===== config.mk =====
export PLATFORM = sky130hd
export DESIGN_NAME = tcea_rot
export DESIGN_NICKNAME = d
export VERILOG_FILES = /design/src/sv/tilt_compensated_euler_angles_top_macros.svh /design/src/sv/tcea_pkg.sv /design/src/sv/tcea_rot.sv
export SDC_FILE = /design/constraint.sdc
export NUM_CORES = 2
export LEC_CHECK = 0
export BUFFER_PORTS_ARGS = -buffer_cell sky130_fd_sc_hd__buf_2
export CORE_UTILIZATION = 45
export DETAILED_ROUTE_END_ITERATION = 7
export HOLD_SLACK_MARGIN = 0.06
export SLEW_MARGIN = 20
export SYNTH_ARGS = -nofsm -noshare
export SYNTH_HDL_FRONTEND = slang
export SYNTH_SLANG_ARGS = --single-unit

===== constraint.sdc =====
create_clock -name clk -period 5.2 [get_ports clk]
set_input_delay 0.26 -clock clk [delete_from_list [all_inputs] [get_ports clk]]
set_output_delay 0.26 -clock clk [all_outputs]
set_load 0.05 [all_outputs]

===== src/sv/tilt_compensated_euler_angles_top_macros.svh =====
// ----------------------------------------------------------------------------
// tilt compensated euler angles: assertion macros
// shared concurrent checks, each written as one labeled assertion
// ----------------------------------------------------------------------------
`ifndef TILT_COMPENSATED_EULER_ANGLES_TOP_MACROS_SVH
`define TILT_COMPENSATED_EULER_ANGLES_TOP_MACROS_SVH

// condition on one edge implies a consequence on the same edge
`define TCEA_ASSERT_IMPL(lbl, clk, rst_n, ante, cons, msg) \
  lbl: assert property (@(posedge clk) disable iff (!rst_n) (ante) |-> (cons)) \
    else $error(msg);

// condition must never hold outside reset
`define TCEA_ASSERT_NEVER(lbl, clk, rst_n, cond, msg) \
  lbl: assert property (@(posedge clk) disable iff (!rst_n) !(cond)) \
    else $error(msg);

`endif


===== src/sv/tcea_pkg.sv =====
// ----------------------------------------------------------------------------
// tcea_pkg
// shared types, fixed formats and the cordic arctangent table
// ----------------------------------------------------------------------------
package tcea_pkg;

  localparam int SAMPLE_WIDTH = 16;
  localparam int ANGLE_WIDTH  = 16;
  localparam int GUARD_BITS   = 8;
  // q30 radian angles inside the cordic units
  localparam int ZW           = 34;

  localparam logic signed [ZW-1:0] Q30_PI       = 34'sd3373259426;
  localparam logic signed [ZW-1:0] Q30_HALF_PI  = 34'sd1686629713;
  localparam logic signed [ZW-1:0] Q30_INV_GAIN = 34'sd652032874;

  typedef struct packed {
    logic signed [SAMPLE_WIDTH-1:0] accel_x;
    logic signed [SAMPLE_WIDTH-1:0] accel_y;
    logic signed [SAMPLE_WIDTH-1:0] accel_z;
    logic signed [SAMPLE_WIDTH-1:0] mag_x;
    logic signed [SAMPLE_WIDTH-1:0] mag_y;
    logic signed [SAMPLE_WIDTH-1:0] mag_z;
  } in_t;

  typedef struct packed {
    logic signed [ANGLE_WIDTH-1:0] roll_angle;
    logic signed [ANGLE_WIDTH-1:0] pitch_angle;
    logic signed [ANGLE_WIDTH-1:0] yaw_angle;
  } out_t;

  // round(atan(2^-i) * 2^30)
  function automatic logic signed [ZW-1:0] atan_q30(input logic [4:0] idx);
    logic signed [ZW-1:0] v;
    unique case (idx)
      5'd0:  v = 34'sd843314857;
      5'd1:  v = 34'sd497837829;
      5'd2:  v = 34'sd263043837;
      5'd3:  v = 34'sd133525159;
      5'd4:  v = 34'sd67021687;
      5'd5:  v = 34'sd33543516;
      5'd6:  v = 34'sd16775851;
      5'd7:  v = 34'sd8388437;
      5'd8:  v = 34'sd4194283;
      5'd9:  v = 34'sd2097149;
      5'd10: v = 34'sd1048576;
      5'd11: v = 34'sd524288;
      5'd12: v = 34'sd262144;
      5'd13: v = 34'sd131072;
      5'd14: v = 34'sd65536;
      5'd15: v = 34'sd32768;
      5'd16: v = 34'sd16384;
      5'd17: v = 34'sd8192;
      5'd18: v = 34'sd4096;
      5'd19: v = 34'sd2048;
      5'd20: v = 34'sd1024;
      5'd21: v = 34'sd512;
      5'd22: v = 34'sd256;
      5'd23: v = 34'sd128;
      5'd24: v = 34'sd64;
      5'd25: v = 34'sd32;
      5'd26: v = 34'sd16;
      5'd27: v = 34'sd8;
      5'd28: v = 34'sd4;
      5'd29: v = 34'sd2;
      5'd30: v = 34'sd1;
      5'd31: v = 34'sd0;
    endcase
    return v;
  endfunction

endpackage


===== src/sv/tcea_rot.sv =====
// ----------------------------------------------------------------------------
// tcea_rot
// pipelined rotation cordic: q30 cosine and sine of an output-format angle
// ----------------------------------------------------------------------------
module tcea_rot #(
  parameter int STEPS  = 16,
  parameter int FRAC   = 13,
  parameter int SIDE_W = 16
) (
  input  logic                                 clk,
  input  logic                                 rst_n,
  input  logic                                 in_valid,
  input  logic signed [tcea_pkg::ANGLE_WIDTH-1:0] in_angle,
  input  logic [SIDE_W-1:0]                    in_side,
  output logic                                 out_valid,
  output logic signed [31:0]                   out_cos,
  output logic signed [31:0]                   out_sin,
  output logic [SIDE_W-1:0]                    out_side
);

  localparam int ZW = tcea_pkg::ZW;
  localparam int SH = 30 - FRAC;

  logic                 v_r    [0:STEPS];
  logic signed [ZW-1:0] x_r    [0:STEPS];
  logic signed [ZW-1:0] y_r    [0:STEPS];
  logic signed [ZW-1:0] a_r    [0:STEPS];
  logic                 flip_r [0:STEPS];
  logic [SIDE_W-1:0]    side_r [0:STEPS];

  logic signed [ZW-1:0] a_in, a0_nxt;
  logic                 flip_nxt;
  logic signed [ZW-1:0] c_nxt, s_nxt;
  logic                 valid_r;
  logic signed [31:0]   cos_r, sin_r;
  logic [SIDE_W-1:0]    oside_r;

  // to q30, then move angles beyond a quarter turn by pi
  always_comb begin
    a_in = ZW'(in_angle) <<< SH;
    if (a_in > tcea_pkg::Q30_HALF_PI) begin
      a0_nxt   = a_in - tcea_pkg::Q30_PI;
      flip_nxt = 1'b1;
    end else if (a_in < -tcea_pkg::Q30_HALF_PI) begin
      a0_nxt   = a_in + tcea_pkg::Q30_PI;
      flip_nxt = 1'b1;
    end else begin
      a0_nxt   = a_in;
      flip_nxt = 1'b0;
    end
  end

  always_ff @(posedge clk) begin
    if (!rst_n) begin
      v_r[0] <= 1'b0;
    end else begin
      v_r[0] <= in_valid;
    end
  end

  always_ff @(posedge clk) begin
    x_r[0]    <= tcea_pkg::Q30_INV_GAIN;
    y_r[0]    <= '0;
    a_r[0]    <= a0_nxt;
    flip_r[0] <= flip_nxt;
    side_r[0] <= in_side;
  end

  // one micro-rotation per stage
  for (genvar i = 0; i < STEPS; i++) begin : g_step
    logic signed [ZW-1:0] x_nxt, y_nxt, a_nxt;

    always_comb begin
      if (!a_r[i][ZW-1]) begin
        x_nxt = x_r[i] - (y_r[i] >>> i);
        y_nxt = y_r[i] + (x_r[i] >>> i);
        a_nxt = a_r[i] - tcea_pkg::atan_q30(5'(i));
      end else begin
        x_nxt = x_r[i] + (y_r[i] >>> i);
        y_nxt = y_r[i] - (x_r[i] >>> i);
        a_nxt = a_r[i] + tcea_pkg::atan_q30(5'(i));
      end
    end

    always_ff @(posedge clk) begin
      if (!rst_n) begin
        v_r[i+1] <= 1'b0;
      end else begin
        v_r[i+1] <= v_r[i];
      end
    end

    always_ff @(posedge clk) begin
      x_r[i+1]    <= x_nxt;
      y_r[i+1]    <= y_nxt;
      a_r[i+1]    <= a_nxt;
      flip_r[i+1] <= flip_r[i];
      side_r[i+1] <= side_r[i];
    end
  end

  // undo the half-turn move
  always_comb begin
    c_nxt = flip_r[STEPS] ? -x_r[STEPS] : x_r[STEPS];
    s_nxt = flip_r[STEPS] ? -y_r[STEPS] : y_r[STEPS];
  end

  always_ff @(posedge clk) begin
    if (!rst_n) begin
      valid_r <= 1'b0;
    end else begin
      valid_r <= v_r[STEPS];
    end
  end

  always_ff @(posedge clk) begin
    cos_r   <= c_nxt[31:0];
    sin_r   <= s_nxt[31:0];
    oside_r <= side_r[STEPS];
  end

  assign out_valid = valid_r;
  assign out_cos   = cos_r;
  assign out_sin   = sin_r;
  assign out_side  = oside_r;

endmodule


Word level (Yosys, flattened, before mapping)
Memory sizes are Yosys's and may differ from the RTL's. A register that Yosys moved wholly into a read port is not among the register bits.
Cells that the tools add are included.
{"block": "word_totals", "register_bits": 64, "mem_bits_rw": 2040, "inputBits": 35, "output_inout_bits": 81, "elab_cells": 200, "mem_count": 6}
{"memory": "a_r", "words": 17, "width": 34, "rd": 16, "rd_ports_with_merged_regs": 0, "wr": 17, "line": "tcea_rot.sv:27", "rtl": "logic signed [ZW-1:0] a_r [0:STEPS];"}
{"memory": "x_r", "words": 17, "width": 34, "rd": 17, "rd_ports_with_merged_regs": 0, "wr": 17, "line": "tcea_rot.sv:25", "rtl": "logic signed [ZW-1:0] x_r [0:STEPS];"}
{"memory": "y_r", "words": 17, "width": 34, "rd": 17, "rd_ports_with_merged_regs": 0, "wr": 17, "line": "tcea_rot.sv:26", "rtl": "logic signed [ZW-1:0] y_r [0:STEPS];"}
{"memory": "side_r", "words": 17, "width": 16, "rd": 17, "rd_ports_with_merged_regs": 1, "wr": 17, "line": "tcea_rot.sv:29", "rtl": "logic [SIDE_W-1:0] side_r [0:STEPS];"}
{"memory": "flip_r", "words": 17, "width": 1, "rd": 17, "rd_ports_with_merged_regs": 0, "wr": 17, "line": "tcea_rot.sv:28", "rtl": "logic flip_r [0:STEPS];"}
{"memory": "v_r", "words": 17, "width": 1, "rd": 17, "rd_ports_with_merged_regs": 1, "wr": 17, "line": "tcea_rot.sv:24", "rtl": "logic v_r [0:STEPS];"}
{"block": "classes", "n_addsub": 99, "magnitude_cmp": 2, "mux": 73, "n_bitwise": 17, "n_reduce_logical": 1}
{"op": "34-bit 2-to-1 mux", "n": 50}
{"op": "34-bit by 19-bit adder with 34-bit output", "n": 2}
{"op": "34-bit by 20-bit adder with 34-bit output", "n": 2}
{"op": "34-bit by 21-bit adder with 34-bit output", "n": 2}
{"op": "34-bit by 22-bit adder with 34-bit output", "n": 2}
{"op": "34-bit by 22-bit adder with 34-bit output (second input constant)", "n": 2}
{"op": "34-bit by 23-bit adder with 34-bit output", "n": 2}
{"op": "34-bit by 24-bit adder with 34-bit output", "n": 2}
{"op": "34-bit by 25-bit adder with 34-bit output", "n": 2}
{"op": "34-bit by 26-bit adder with 34-bit output", "n": 2}
{"op": "34-bit by 27-bit adder with 34-bit output", "n": 2}
{"op": "34-bit by 28-bit adder with 34-bit output", "n": 2}
{"op": "34-bit by 29-bit adder with 34-bit output", "n": 2}
{"op": "34-bit by 30-bit adder with 34-bit output", "n": 2}
{"op": "34-bit by 31-bit adder with 34-bit output", "n": 2}
{"op": "34-bit by 32-bit adder with 34-bit output", "n": 2}
{"op": "34-bit by 33-bit adder with 34-bit output", "n": 2}
{"op": "34-bit by 19-bit subtractor with 34-bit output", "n": 2}
{"op": "34-bit by 20-bit subtractor with 34-bit output", "n": 2}
{"op": "34-bit by 21-bit subtractor with 34-bit output", "n": 2}
{"op": "34-bit by 22-bit subtractor with 34-bit output", "n": 2}
{"op": "34-bit by 22-bit subtractor with 34-bit output (second input constant)", "n": 2}
{"op": "34-bit by 23-bit subtractor with 34-bit output", "n": 2}
{"op": "34-bit by 24-bit subtractor with 34-bit output", "n": 2}
{"op": "48 further kinds", "n": 96}

Logic depth before layout (Yosys ltp)
{"block": "depth", "ltp_word": 3, "depth_mapped": 22, "depth_no_buf": 21}

Worst setup path before layout
No wires, ideal clock.
{"block": "synth_timing", "path_type": "register to register", "startpoint": "mem a_r[2][33], in the netlist a_r[0][101]", "endpoint": "mem y_r[3][32]", "setup_time_ps": 152, "arrival_time_ps": 4572, "t_required_ps": 5048, "path_slack_ps": 477, "stages_incl_launch_ff": 16, "path_buffers": 3, "period_less_slack_ps": 4723, "path_cell_list": "dfxtp_1 > clkbuf_1 > buf_1 > clkbuf_1 > mux2i_1 > ha_1 > nor2b_1 > o21ai_0 > a21oi_1 > o311a_1 > a221oi_1 > o31ai_1 > a211o_1 > a2111oi_0 > nand2b_1 > o311ai_0"}
{"item": "from (decl)", "line": "tcea_rot.sv:27"}
{"item": "to (decl)", "line": "tcea_rot.sv:26"}

==> impl_results.rst <==
.. list-table::
   :header-rows: 1

   * - Metric
     - Value
   * - Final Cycle Share
     - about nine tenths
   * - Arrival time worst endpoint
     - 5460 ps
   * - Multi-input gate area in the final layout
     - ~76000 um^2
   * - Final net count
     - 15000
   * - # rows
     - ~190
   * - Most instantiated flip-flop cell in the synthesis netlist
     - sky130_fd_sc_hd__dfxtp_1
   * - Required time of the critical path
     - about 5900 ps
   * - Initial core utilization
     - about 45%
   * - Clock latency of the later-clocked register in the worst-skew pair
     - about 900 ps
   * - Area inside the core boundary
     - approximately 250000 um^2
   * - TritonCTS clock tree
     - done
   * - Clock input transition at the sequential cells of the worst setup and hold paths
     - 60 ps
   * - Setup repair after global routing missed its margin
     - no
   * - Num Clock Sinks
     - roughly 1800
   * - Series of cell instances along the critical path
     - or3_1 > nor3_1 > nand2b_1 > nor3b_1 > and3b_1 > a211oi_1 > a21o_1 > ha_1 > nand4_1 > or4_1 > a31o_2 > a31oi_1 > o21bai_1 > a31oi_1 > o21a_1 > nor2_1 > xnor2_1
   * - Post-Route Setup TNS
     - 0 ps
   * - Endpoint class of the critical path
     - flop
   * - Summed instance area of the synthesized netlist
     - 115000 um^2
   * - Share of flip-flops with an asynchronous set or reset after synthesis
     - 0%
   * - Root Buffer Master
     - sky130_fd_sc_hd__clkbuf_16
   * - Number of global-route vias before repair
     - slightly above 90000
   * - Least-Margin Pin Slew
     - approximately 1100 ps
   * - Number of iterations in the first detailed-routing pass
     - 8
   * - Startpoint class of the critical path
     - flop
   * - Register area share after synthesis
     - 31.0%
   * - Aggregate global routing overflow
     - 0
   * - Count of warnings emitted by yosys
     - 0
   * - Most common cell on crit path
     - sky130_fd_sc_hd__a31oi_1
   * - CTS Buf Count
     - just under 200
   * - Synthesized area per cell
     - approximately 8.7 um^2
   * - Worst slew margin relative to its limit
     - between 20 and 25%
   * - Kind of critical path
     - flop to flop
   * - Antenna violations before repair
     - 8
   * - Remaining design rule violation count
     - 0
   * - Die X
     - 508 um
   * - Most area-consuming cells after synthesis
     - sky130_fd_sc_hd__dfxtp_1 31%, sky130_fd_sc_hd__ha_1 15%, sky130_fd_sc_hd__xnor2_1 9.2%
   * - Fin crit period
     - approximately 4800 ps
   * - Max_cap viols
     - 0
   * - Number of primary I/O pins
     - approximately 120
   * - Total number of vias
     - a little under 100k
   * - Total setup violations reported at the end of the flow
     - 0
   * - Pins over their slew limit
     - 0
   * - Crit-path max FO
     - 6
   * - P&R area growth vs syn
     - 11.5%
   * - Fin Clk Skew
     - 89.8 ps
   * - Yosys reg bits
     - 1785
   * - Library cell with the largest summed area after synthesis
     - sky130_fd_sc_hd__dfxtp_1
   * - Number of port buffers
     - 115
   * - Routed vias/inst
     - about 5.6
   * - Slowest cell on the critical path
     - sky130_fd_sc_hd__nor3b_1
   * - Wire per inst
     - 18.5 um
   * - Final number of hold-violating endpoints
     - 0
   * - Top cell type's share of synthesized area
     - between 30% and 40%
   * - Number of unique standard cell types used by synthesis
     - 87
   * - Number of enable flip-flop cells after synthesis
     - 0
   * - Pin count of the biggest net entering global routing
     - 67
   * - Sum of routed wire length over all layers
     - between 300000 and 400000 um
   * - Total global-route track usage
     - roughly a quarter
   * - Share of layout cells above drive strength 1
     - just under 6%
   * - Peak Freq
     - 0.209 GHz
   * - Initial drt markers
     - between 6000 and 7000
   * - Slowest Stage Delay on Critical Path
     - approximately 530 ps
   * - # H-tree levels
     - 4
   * - Die height
     - 508 um
   * - Hpwl dp
     - around 260000 um
   * - Setup bufs post-CTS
     - 0
   * - Last weighted congestion value of the routability-driven placer
     - 0.930
   * - Die area
     - 258000 um^2
   * - Gate Count Post-Synth
     - 13300
   * - Global-route wire length before repair
     - about 500000 um
   * - Remaining antenna violation count after routing
     - 0
   * - Synthesized netlist net count
     - around 15000
   * - Clock Tree Buf Depth
     - 3
   * - Run status
     - finished clean
   * - Number of inserted filler cells in the final layout
     - approximately 24000
   * - Storage element area
     - 35800 um^2
   * - Class of the worst hold path
     - primary input to flop
[timing repair]
item,in CTS,in global routing
endpoints found under the hold margin,54,0
endpoints found under the setup margin,0,4
gates resized for setup,0,4
hold buffers,65,0
[cells in the final DEF, fill, tap and decap left out, drive strengths merged, types with 254 or more instances in the layout]
cell	netlist	final
o21ai	596	596
nor3	401	401
dfxtp	1785	1785
ha	1341	1341
xor2	586	586
buf	23	256
xnor2	1207	1207
nand2	633	633
clkbuf	191	254
nor2	1103	1103
a21oi	1348	1348
a21o	625	625
inv	599	610
[synth_stat cells (all sizes together) (90+ instances only)]
| master | n |
|---|---|
| xnor2 | 1207 |
| nand2 | 633 |
| clkbuf | 191 |
| inv | 599 |
| or3 | 96 |
| nor2b | 182 |
| nand2b | 173 |
| nor2 | 1103 |
| o21bai | 172 |
| a31oi | 147 |
| o21a | 181 |
| a21oi | 1348 |
| nand3 | 218 |
| o21ai | 596 |
| a211oi | 140 |
| xor2 | 586 |
| mux2i | 90 |
| and3 | 136 |
| nor3 | 401 |
| and2 | 114 |
| dfxtp | 1785 |
| a21o | 625 |
| ha | 1341 |
[state kept, by name, indices dropped and copies added (netlist names)]
name / cells
out_sin: 32
y_r: 509
x_r: 482
side_r: 272
a_r: 408
v_r: 17
flip_r: 16
out_valid: 1
out_cos: 32
out_side: 16
[worst max-delay path, delay by kind of cell, from the launching register on]
family                   cells  cell delay (ps)
AO/OA/AOI/OAI                7             1350
XOR/XNOR                     1              110
adder cells (fa/ha/maj)      1              380
flip-flops                   1              340
AND/OR/NAND/NOR              8             2440
[logic make-up after synthesis]
family                     after synthesis  synth area share (%)
AOI/OAI and AO/OA                     3872                  21.4
muxes                                  154                  1.41
and+or+nand+nor                       3449                  14.6
adders and majority gates             1382                  15.3
DFF                                   1785                  31.0
buffers and inverters                  818                  2.67
xor gates and xnor gates              1793                  13.6
[layer usage]
| metal | vias to the layer above | share of wire, % | GRT usage (%) | routed length [um] |
|---|---|---|---|---|
| met5 | - | 0 | 0 | 0 |
| li1 | 48300 | - | - | - |
| met1 | 45500 | 47 | 32.2 | 150000 |
| met2 | 1945 | 46 | 40.2 | 145000 |
| met3 | 408 | 4.2 | 2.68 | 13400 |
| met4 | 0 | 2.5 | 6.42 | 7990 |
[stage by stage]
stage	std cells	hold WS (ps)	utilization (%)	cell area [um^2]	setup slack, ps
final	17100	178	50.5	128000	421
after global routing	17100	169	50.5	128000	80.3
after CTS	17100	114	50.5	128000	353
after detailed placement	16700	312	47.3	120000	344
after global placement	16700	309	47.3	120000	403
after floorplan	13300	288	-	115000	477
[worst paths after layout]
| check | from | to | slack [ps] | cells past startpoint |
|---|---|---|---|---|
| min | in_angle[14] | a_r[0][31] | 180 | 3 |
| max | y_r[11][11] | x_r[0][441] | 420 | 17 |
| min reg2reg | side_r[10][7] | side_r[11][7] | 280 | 0 |
| max reg2reg | y_r[11][11] | x_r[0][441] | 420 | 17 |
[cell type report]
cell class	count	area share, %
Clock buffer	254	4.27
Multi-Input combinational cell	10700	59.5
Inverter	604	1.76
Tap cell	3366	3.28
Timing Repair Buffer	321	1.79
Sequential cell	1785	27.8
Clock inverter	121	1.51
Antenna cell	23	0.0448
Power is left out: the tool's default activity adds up to more than one toggle a clock period on the data nets, which glitch-free logic cannot reach.
