File: src/sv/tilt_compensated_euler_angles_top_macros.svh
// ----------------------------------------------------------------------------
// tilt compensated euler angles: assertion macros
// shared concurrent checks, each written as one labeled assertion
// ----------------------------------------------------------------------------
`ifndef TILT_COMPENSATED_EULER_ANGLES_TOP_MACROS_SVH
`define TILT_COMPENSATED_EULER_ANGLES_TOP_MACROS_SVH

// condition on one edge implies a consequence on the same edge
`define TCEA_ASSERT_IMPL(lbl, clk, rst_n, ante, cons, msg) \
  lbl: assert property (@(posedge clk) disable iff (!rst_n) (ante) |-> (cons)) \
    else $error(msg);

// condition must never hold outside reset
`define TCEA_ASSERT_NEVER(lbl, clk, rst_n, cond, msg) \
  lbl: assert property (@(posedge clk) disable iff (!rst_n) !(cond)) \
    else $error(msg);

`endif

File: src/sv/tcea_pkg.sv
// ----------------------------------------------------------------------------
// tcea_pkg
// shared types, fixed formats and the cordic arctangent table
// ----------------------------------------------------------------------------
package tcea_pkg;

  localparam int SAMPLE_WIDTH = 16;
  localparam int ANGLE_WIDTH  = 16;
  localparam int GUARD_BITS   = 8;
  // q30 radian angles inside the cordic units
  localparam int ZW           = 34;

  localparam logic signed [ZW-1:0] Q30_PI       = 34'sd3373259426;
  localparam logic signed [ZW-1:0] Q30_HALF_PI  = 34'sd1686629713;
  localparam logic signed [ZW-1:0] Q30_INV_GAIN = 34'sd652032874;

  typedef struct packed {
    logic signed [SAMPLE_WIDTH-1:0] accel_x;
    logic signed [SAMPLE_WIDTH-1:0] accel_y;
    logic signed [SAMPLE_WIDTH-1:0] accel_z;
    logic signed [SAMPLE_WIDTH-1:0] mag_x;
    logic signed [SAMPLE_WIDTH-1:0] mag_y;
    logic signed [SAMPLE_WIDTH-1:0] mag_z;
  } in_t;

  typedef struct packed {
    logic signed [ANGLE_WIDTH-1:0] roll_angle;
    logic signed [ANGLE_WIDTH-1:0] pitch_angle;
    logic signed [ANGLE_WIDTH-1:0] yaw_angle;
  } out_t;

  // round(atan(2^-i) * 2^30)
  function automatic logic signed [ZW-1:0] atan_q30(input logic [4:0] idx);
    logic signed [ZW-1:0] v;
    unique case (idx)
      5'd0:  v = 34'sd843314857;
      5'd1:  v = 34'sd497837829;
      5'd2:  v = 34'sd263043837;
      5'd3:  v = 34'sd133525159;
      5'd4:  v = 34'sd67021687;
      5'd5:  v = 34'sd33543516;
      5'd6:  v = 34'sd16775851;
      5'd7:  v = 34'sd8388437;
      5'd8:  v = 34'sd4194283;
      5'd9:  v = 34'sd2097149;
      5'd10: v = 34'sd1048576;
      5'd11: v = 34'sd524288;
      5'd12: v = 34'sd262144;
      5'd13: v = 34'sd131072;
      5'd14: v = 34'sd65536;
      5'd15: v = 34'sd32768;
      5'd16: v = 34'sd16384;
      5'd17: v = 34'sd8192;
      5'd18: v = 34'sd4096;
      5'd19: v = 34'sd2048;
      5'd20: v = 34'sd1024;
      5'd21: v = 34'sd512;
      5'd22: v = 34'sd256;
      5'd23: v = 34'sd128;
      5'd24: v = 34'sd64;
      5'd25: v = 34'sd32;
      5'd26: v = 34'sd16;
      5'd27: v = 34'sd8;
      5'd28: v = 34'sd4;
      5'd29: v = 34'sd2;
      5'd30: v = 34'sd1;
      5'd31: v = 34'sd0;
    endcase
    return v;
  endfunction

endpackage

File: src/sv/tcea_vec.sv
// ----------------------------------------------------------------------------
// tcea_vec
// pipelined vectoring cordic: atan2(y, x) rounded to the output angle format
// ----------------------------------------------------------------------------
module tcea_vec #(
  parameter int W      = 20,
  parameter int STEPS  = 16,
  parameter int FRAC   = 13,
  parameter int SIDE_W = 16
) (
  input  logic                                 clk,
  input  logic                                 rst_n,
  input  logic                                 in_valid,
  input  logic signed [W-1:0]                  in_x,
  input  logic signed [W-1:0]                  in_y,
  input  logic [SIDE_W-1:0]                    in_side,
  output logic                                 out_valid,
  output logic signed [tcea_pkg::ANGLE_WIDTH-1:0] out_angle,
  output logic [SIDE_W-1:0]                    out_side
);

  localparam int ZW = tcea_pkg::ZW;
  localparam int SH = 30 - FRAC;
  localparam logic signed [ZW-1:0] SAT_HI = ZW'(32767);
  localparam logic signed [ZW-1:0] SAT_LO = -ZW'(32768);

  logic                 v_r    [0:STEPS];
  logic signed [W-1:0]  x_r    [0:STEPS];
  logic signed [W-1:0]  y_r    [0:STEPS];
  logic signed [ZW-1:0] z_r    [0:STEPS];
  logic                 zero_r [0:STEPS];
  logic [SIDE_W-1:0]    side_r [0:STEPS];

  logic signed [W-1:0]  x0_nxt, y0_nxt;
  logic signed [ZW-1:0] z0_nxt;
  logic signed [ZW-1:0] rnd_nxt, shv_nxt;
  logic signed [tcea_pkg::ANGLE_WIDTH-1:0] ang_nxt;
  logic                 valid_r;
  logic signed [tcea_pkg::ANGLE_WIDTH-1:0] angle_r;
  logic [SIDE_W-1:0]    oside_r;

  // fold the left half plane onto the right one
  always_comb begin
    if (in_x[W-1]) begin
      x0_nxt = -in_x;
      y0_nxt = -in_y;
      z0_nxt = in_y[W-1] ? -tcea_pkg::Q30_PI : tcea_pkg::Q30_PI;
    end else begin
      x0_nxt = in_x;
      y0_nxt = in_y;
      z0_nxt = '0;
    end
  end

  always_ff @(posedge clk) begin
    if (!rst_n) begin
      v_r[0] <= 1'b0;
    end else begin
      v_r[0] <= in_valid;
    end
  end

  always_ff @(posedge clk) begin
    x_r[0]    <= x0_nxt;
    y_r[0]    <= y0_nxt;
    z_r[0]    <= z0_nxt;
    zero_r[0] <= (in_x == '0) && (in_y == '0);
    side_r[0] <= in_side;
  end

  // one micro-rotation per stage
  for (genvar i = 0; i < STEPS; i++) begin : g_step
    logic signed [W-1:0]  x_nxt, y_nxt;
    logic signed [ZW-1:0] z_nxt;

    always_comb begin
      if (!y_r[i][W-1] && (y_r[i] != '0)) begin
        x_nxt = x_r[i] + (y_r[i] >>> i);
        y_nxt = y_r[i] - (x_r[i] >>> i);
        z_nxt = z_r[i] + tcea_pkg::atan_q30(5'(i));
      end else begin
        x_nxt = x_r[i] - (y_r[i] >>> i);
        y_nxt = y_r[i] + (x_r[i] >>> i);
        z_nxt = z_r[i] - tcea_pkg::atan_q30(5'(i));
      end
    end

    always_ff @(posedge clk) begin
      if (!rst_n) begin
        v_r[i+1] <= 1'b0;
      end else begin
        v_r[i+1] <= v_r[i];
      end
    end

    always_ff @(posedge clk) begin
      x_r[i+1]    <= x_nxt;
      y_r[i+1]    <= y_nxt;
      z_r[i+1]    <= z_nxt;
      zero_r[i+1] <= zero_r[i];
      side_r[i+1] <= side_r[i];
    end
  end

  // round half up, saturate, force zero vector to zero
  always_comb begin
    rnd_nxt = z_r[STEPS] + (ZW'(1) <<< (SH - 1));
    shv_nxt = rnd_nxt >>> SH;
    if (zero_r[STEPS]) begin
      ang_nxt = '0;
    end else if (shv_nxt > SAT_HI) begin
      ang_nxt = SAT_HI[tcea_pkg::ANGLE_WIDTH-1:0];
    end else if (shv_nxt < SAT_LO) begin
      ang_nxt = SAT_LO[tcea_pkg::ANGLE_WIDTH-1:0];
    end else begin
      ang_nxt = shv_nxt[tcea_pkg::ANGLE_WIDTH-1:0];
    end
  end

  always_ff @(posedge clk) begin
    if (!rst_n) begin
      valid_r <= 1'b0;
    end else begin
      valid_r <= v_r[STEPS];
    end
  end

  always_ff @(posedge clk) begin
    angle_r <= ang_nxt;
    oside_r <= side_r[STEPS];
  end

  assign out_valid = valid_r;
  assign out_angle = angle_r;
  assign out_side  = oside_r;

endmodule

File: config.mk
export PLATFORM = sky130hd
export DESIGN_NAME = tcea_vec
export DESIGN_NICKNAME = d
export VERILOG_FILES = /design/src/sv/tilt_compensated_euler_angles_top_macros.svh /design/src/sv/tcea_pkg.sv /design/src/sv/tcea_vec.sv
export SDC_FILE = /design/constraint.sdc
export NUM_CORES = 2
export LEC_CHECK = 0
export BUFFER_PORTS_ARGS = -buffer_cell sky130_fd_sc_hd__buf_4
export CELL_PAD_IN_SITES_DETAIL_PLACEMENT = 0
export CELL_PAD_IN_SITES_GLOBAL_PLACEMENT = 1
export CORE_MARGIN = 5
export CORE_UTILIZATION = 50
export CTS_CLUSTER_SIZE = 20
export DETAILED_ROUTE_END_ITERATION = 8
export GPL_TIMING_DRIVEN = 0
export PLACE_DENSITY = 0.82
export SLEW_MARGIN = 25
export SYNTH_ARGS = -nofsm -noshare
export SYNTH_HDL_FRONTEND = slang
export SYNTH_SLANG_ARGS = --single-unit
File: constraint.sdc
create_clock -name clk -period 6.7 [get_ports clk]
set_input_delay 0.67 -clock clk [delete_from_list [all_inputs] [get_ports clk]]
set_output_delay 0.67 -clock clk [all_outputs]
set_load 0.01 [all_outputs]
Word-level counts from Yosys, hierarchy flattened

Memories as Yosys holds them, arrays and structs flattened. A register that Yosys moved wholly into a read port is not among the register bits.
Index checks and enable logic that the tools add are counted.

Bits in writable memories: 1564
Register bits: 16
Memories: 6
Logic and storage cells: 251

Memories:

| memory | depth | bits a word | read ports | clocked after Yosys merged registers in | write ports | RTL line       | text |
|---|---|---|---|---|---|---|---|
| z_r    | 17    | 34          | 17         | 0                                       | 17          | tcea_vec.sv:30 | `logic signed [ZW-1:0] z_r [0:STEPS];` |
| x_r    | 17    | 20          | 16         | 0                                       | 17          | tcea_vec.sv:28 | `logic signed [W-1:0] x_r [0:STEPS];` |
| y_r    | 17    | 20          | 16         | 0                                       | 17          | tcea_vec.sv:29 | `logic signed [W-1:0] y_r [0:STEPS];` |
| side_r | 17    | 16          | 17         | 1                                       | 17          | tcea_vec.sv:32 | `logic [SIDE_W-1:0] side_r [0:STEPS];` |
| v_r    | 17    | 1           | 17         | 1                                       | 17          | tcea_vec.sv:27 | `logic v_r [0:STEPS];` |
| zero_r | 17    | 1           | 17         | 0                                       | 17          | tcea_vec.sv:31 | `logic zero_r [0:STEPS];` |

Mux-type cells: 73
Bitwise operators: 17
Magnitude comparators: 2
Add/sub/neg operators: 98
Reduce and logical (&&, ||, !) cells: 53

Operators by type and width:

| cell                                                 | count |
|---|---|
| 2-to-1 mux 20 bit                                    | 34 |
| 2-to-1 mux 34 bit                                    | 18 |
| nonzero test 20 bit                                  | 16 |
| adder 34 x 18 -> 34 bit (second input constant)      | 2 |
| adder 34 x 22 -> 34 bit (second input constant)      | 2 |
| subtractor 34 x 22 -> 34 bit (second input constant) | 2 |
| adder 20 x 10 -> 20 bit                              | 2 |
| adder 20 x 11 -> 20 bit                              | 2 |
| adder 20 x 12 -> 20 bit                              | 2 |
| adder 20 x 13 -> 20 bit                              | 2 |
| adder 20 x 14 -> 20 bit                              | 2 |
| adder 20 x 15 -> 20 bit                              | 2 |
| adder 20 x 16 -> 20 bit                              | 2 |
| adder 20 x 17 -> 20 bit                              | 2 |
| adder 20 x 18 -> 20 bit                              | 2 |
| adder 20 x 19 -> 20 bit                              | 2 |
| adder 20 x 5 -> 20 bit                               | 2 |
| adder 20 x 6 -> 20 bit                               | 2 |
| adder 20 x 7 -> 20 bit                               | 2 |
| adder 20 x 8 -> 20 bit                               | 2 |
| adder 20 x 9 -> 20 bit                               | 2 |
| logical NOT 20 bit                                   | 2 |
| negation 20 bit                                      | 2 |
| subtractor 20 x 10 -> 20 bit                         | 2 |
| 52 further kinds                                     | 133 |

Longest topological paths before layout

Depth in word-level cells: 4
Mapped depth: 24

Least setup slack after synthesis

Ideal clock, no wire load.

Path type: register to register
Start: memory y_r[8][8], in the netlist y_r[0][168]
End: memory y_r[9][18], in the netlist y_r[0][198]
Path buffers: 2
Data arrival time: 5.272 ns
Data required time: 6.628 ns
Stages on the path, launching flop included: 23
Setup slack: 1.356 ns
Cell sequence: dfxtp_1 -> inv_1 -> ha_1 -> nand3_1 -> or2_1 -> or4_1 -> nand2b_1 -> clkbuf_1 -> inv_2 -> clkbuf_1 -> mux2i_1 -> fa_1 -> a21o_1 -> a21oi_1 -> o21bai_1 -> a2111oi_0 -> o31a_1 -> a21oi_1 -> a41o_1 -> o21ai_1 -> nand2b_1 -> a21oi_1 -> xnor2_1

RTL lines:

| what        | RTL line |
|---|---|
| from (decl) | tcea_vec.sv:29 |

==> run_summary.xml <==
<?xml version="1.0" encoding="UTF-8"?>
<metrics>
  <group name="die">
    <metric name="core_area" unit="sq mm">0.154</metric>
    <metric name="chip_width" unit="um">404</metric>
    <metric name="height_of_the_die" unit="um">404</metric>
    <metric name="rows" unit="">144</metric>
    <metric name="dieArea" unit="sq mm">0.163</metric>
    <metric name="boundaryPins" unit="">92</metric>
    <metric name="floorplan.initialDensity" unit="">0.504</metric>
  </group>
  <group name="sta">
    <metric name="setup_viol" unit="">0</metric>
    <metric name="count_of_final_max_slew_check_failures" unit="">0</metric>
    <metric name="finalClockSkew" unit="ps">47.7</metric>
    <metric name="final_min_period_over_clock_period" unit="">0.918</metric>
    <metric name="timing_hold_violations_final" unit="">0</metric>
    <metric name="max_clock_freq" unit="GHz">0.163</metric>
    <metric name="timing.final.crit_period" unit="ps">6150</metric>
    <metric name="slew_headroom" unit="">0.282</metric>
    <metric name="rsz0062_at_grt" unit="">false</metric>
    <metric name="timing.setup.tns" unit="ps">0</metric>
    <metric name="tightestPinTransition" unit="ps">1070</metric>
  </group>
  <group name="drt">
    <metric name="dr.pass1.iters" unit="">5</metric>
    <metric name="drt-total-wl" unit="mm">176</metric>
    <metric name="post_drt_wl_per_cell" unit="um">16.1</metric>
    <metric name="detailedRoute.firstIterationViolations" unit="">3022</metric>
    <metric name="ant_nets" unit="">0</metric>
    <metric name="num_vias" unit="">59700</metric>
    <metric name="avgViaCountPerCell" unit="">5.47</metric>
    <metric name="detail_route.drc_violations" unit="">0</metric>
  </group>
  <group name="critical_path">
    <metric name="slowest_delay" unit="ps">530</metric>
    <metric name="cp_bufs_invs" unit="">2</metric>
    <metric name="arrival" unit="ps">6790</metric>
    <metric name="timing.critical_path.max_delay_family" unit="">simple AND/OR/NAND/NOR gates</metric>
    <metric name="critical_path_depth" unit="">21</metric>
    <metric name="critical_path.startpoint_type" unit="">flop</metric>
    <metric name="cp_cell_sequence" unit="">or3_1 -&gt; or3b_1 -&gt; or3_1 -&gt; nor4_2 -&gt; or2_1 -&gt; buf_4 -&gt; buf_2 -&gt; nand2_1 -&gt; o21ai_1 -&gt; ha_1 -&gt; a21o_1 -&gt; a21oi_1 -&gt; o211ai_1 -&gt; and3_1 -&gt; a31o_1 -&gt; o41ai_2 -&gt; o21ai_1 -&gt; or4_1 -&gt; a31o_1 -&gt; a21oi_1 -&gt; xnor2_1</metric>
    <metric name="cp_max_fo" unit="">23</metric>
    <metric name="rrSetupSlack" unit="ps">550</metric>
    <metric name="setup.worst_path.end_class" unit="">flop</metric>
    <metric name="critical_path_class" unit="">reg2reg</metric>
    <metric name="cp.required" unit="ps">7330</metric>
    <metric name="rr_worst_depth" unit="">21</metric>
    <metric name="timing.critical_path.slowest_stage_cell" unit="">buf_2</metric>
  </group>
  <group name="logic_synthesis">
    <metric name="dominantRegCellSynth" unit="">dfxtp_1</metric>
    <metric name="ff_latch_count_synth" unit="">1376</metric>
    <metric name="synth_edf_count" unit="">0</metric>
    <metric name="yosysSeqAreaShare" unit="">0.355</metric>
    <metric name="yosys.area.top_type_share" unit="">0.355</metric>
    <metric name="synth_warnings" unit="">0</metric>
    <metric name="yosys-top-cells-area" unit="">dfxtp_1 35%, ha_1 16%, xnor2_1 8.7%</metric>
    <metric name="synth_cell_type_count" unit="">111</metric>
    <metric name="mappedNetlistArea" unit="sq mm">0.0777</metric>
    <metric name="postSynthAreaPerCell" unit="sq um">9.19</metric>
    <metric name="synth.largest_area_cell" unit="">dfxtp_1</metric>
    <metric name="post_synth_inst_count" unit="">8453</metric>
    <metric name="share_of_async_settable_or_async_resettable_flops_after_synthesis" unit="">0</metric>
  </group>
  <group name="cts">
    <metric name="post_cts_buffers" unit="">0</metric>
    <metric name="cts_tree" unit="">yes</metric>
    <metric name="clock_tree.buffer_depth" unit="">3</metric>
    <metric name="clk_transition_reported_paths" unit="ps">50</metric>
    <metric name="clock-sinks" unit="">1376</metric>
    <metric name="ctsRootBufferMaster" unit="">clkbuf_16</metric>
    <metric name="clock_network_latency_to_the_later_pin_of_the_worst_skew_pair" unit="ps">800</metric>
    <metric name="cts_inserted_buffers" unit="">148</metric>
    <metric name="h-tree-depth" unit="">4</metric>
  </group>
  <group name="global_route">
    <metric name="globalRoute.totalOverflow" unit="">0</metric>
    <metric name="number_of_antenna_violations_at_the_first_check_in_global_routing" unit="">11</metric>
    <metric name="grt_pass1_wl" unit="mm">289</metric>
    <metric name="first_global_vias" unit="">58800</metric>
    <metric name="grt_use_total" unit="">0.212</metric>
    <metric name="grt_max_degree" unit="">30</metric>
  </group>
  <group name="final_layout">
    <metric name="num-nets-final" unit="">9857</metric>
    <metric name="area_growth_syn_to_layout" unit="%">11.9</metric>
    <metric name="n_antenna_cell" unit="">0</metric>
    <metric name="drive_above_1_share" unit="">0.0572</metric>
    <metric name="layout.cells.non_filler" unit="">10900</metric>
  </group>
  <group name="outcome">
    <metric name="outcome" unit="">finished clean</metric>
  </group>
  <group name="min_path">
    <metric name="hold_class" unit="">in2reg</metric>
    <metric name="hold_depth" unit="">1</metric>
  </group>
  <group name="placement">
    <metric name="dp_hpwl" unit="mm">141</metric>
    <metric name="finalWeightedCongestion" unit="">0.894</metric>
    <metric name="buffer_ports.inserted" unit="">91</metric>
    <metric name="dp.cells" unit="">10600</metric>
  </group>
  <group name="run">
    <metric name="maxCapViolations" unit="">0</metric>
  </group>
</metrics>
==> flip-flops by register name, summed over array words and instances, names as in the netlist <==
signal	flops
out_angle	16
out_side	16
out_valid	1
side_r	272
v_r	17
x_r	285
y_r	320
z_r	432
zero_r	17
==> cell usage after synthesis (46+ instances only) <==
master    instances
a211oi_1         51
a21o_1          208
a21oi_1         694
a31oi_1          68
and2_1           81
and3_1           69
clkbuf_1         69
dfxtp_1        1376
ha_1           1001
inv_1           336
nand2_1         369
nand2b_1        131
nand3_1         171
nor2_1          765
nor2b_1         144
nor3_1          275
nor4_1           57
o211ai_1         56
o21a_1          142
o21ai_0         284
o21ai_1         117
o21bai_1         91
o31ai_1          95
o41ai_1          46
or3_1            91
xnor2_1         776
xor2_1          315
==> cell usage in the layout, fill, tap and decap left out, drive strengths merged, types with 24 or more instances in the layout <==
cell type / n
a31o: 42
nor3: 276
ha: 1001
mux2i: 31
nand2: 370
dfxtp: 1376
clkbuf: 253
a211oi: 53
buf: 123
conb: 38
nand4: 37
o41ai: 58
or3: 91
and2: 82
o31ai: 96
o21ai: 401
nand3: 172
fa: 40
xor2: 315
a31oi: 68
clkinv: 45
and3: 70
a21o: 208
nor2: 767
o21a: 142
or4: 27
a21boi: 38
xnor2: 776
nor4: 58
o21bai: 92
nand2b: 131
or2: 40
a21oi: 698
inv: 357
o2111ai: 24
o211ai: 58
nor2b: 144
==> worst register-to-register path: stages (launching register included) <==
cell and delay [ps]:
dfxtp_1 370, or3_1 430, or3b_1 410, or3_1 400
nor4_2 370, or2_1 150, buf_4 160, buf_2 540
nand2_1 110, o21ai_1 190, ha_1 290, a21o_1 180
a21oi_1 250, o211ai_1 160, and3_1 270, a31o_1 290
o41ai_2 280, o21ai_1 140, or4_1 440, a31o_1 230
a21oi_1 250, xnor2_1 90
==> final timing paths <==
kind,startpoint,endpoint
setup / recovery,y_r[0][147],x_r[0][179]
hold / removal,in_x[19],z_r[0][1]
setup reg to reg,y_r[0][147],x_r[0][179]
hold reg to reg,side_r[5][11],side_r[6][11]
==> per-stage QoR <==
stage	hold WS, ps	util	setup WS, ps	instance area [sq um]
final	71.0	0.564	547	86900
after global routing	15.2	0.564	40.1	86900
after CTS	5.13	0.563	326	86900
after detailed placement	312	0.527	385	81300
after global placement	309	0.526	-569	81100
after floorplan	310	-	1360	77800
==> layer usage <==
metal / share of wire / track usage / wire length, um / vias to the layer above
met5: 0.000074 / 0 / 13 / -
met4: 0.026 / 0.0620 / 4530 / 2
met3: 0.033 / 0.0282 / 5860 / 299
met2: 0.50 / 0.394 / 88500 / 937
met1: 0.44 / 0.254 / 77400 / 27700
li1: - / - / - / 30800
==> final cells by class <==
cell class | count | area, sq um
multi-input cells | 6672 | 48600
flip-flops and latches | 1376 | 27500
well taps | 2044 | 2560
inverters | 352 | 1320
clock inverters | 84 | 1370
fillers | 13800 | 67300
repair buffers | 118 | 1040
plain buffers | 89 | 385
clock buffers | 187 | 4070
==> cell families (layout without fill, tap and decap cells) <==
group,count (synthesis),in the layout,share of synthesized area
buf+inv,442,830,0.0217
compound gates,2137,2137,0.178
mux,37,37,0.00486
flops,1376,1376,0.355
fa+ha+maj,1041,1041,0.172
xor+xnor,1091,1091,0.123
simple gates,2328,2328,0.146
other cells,1,38,0.0000483
==> timing repair <==
item                                   in CTS  in global routing
endpoints found under the hold margin      18                  0
resized for setup                           0                  6
hold buffers                               18                  0
setup endpoints to repair                   0                  7
Power is left out: the tool's default activity adds up to more than one toggle a clock period on the data nets, which glitch-free logic cannot reach.
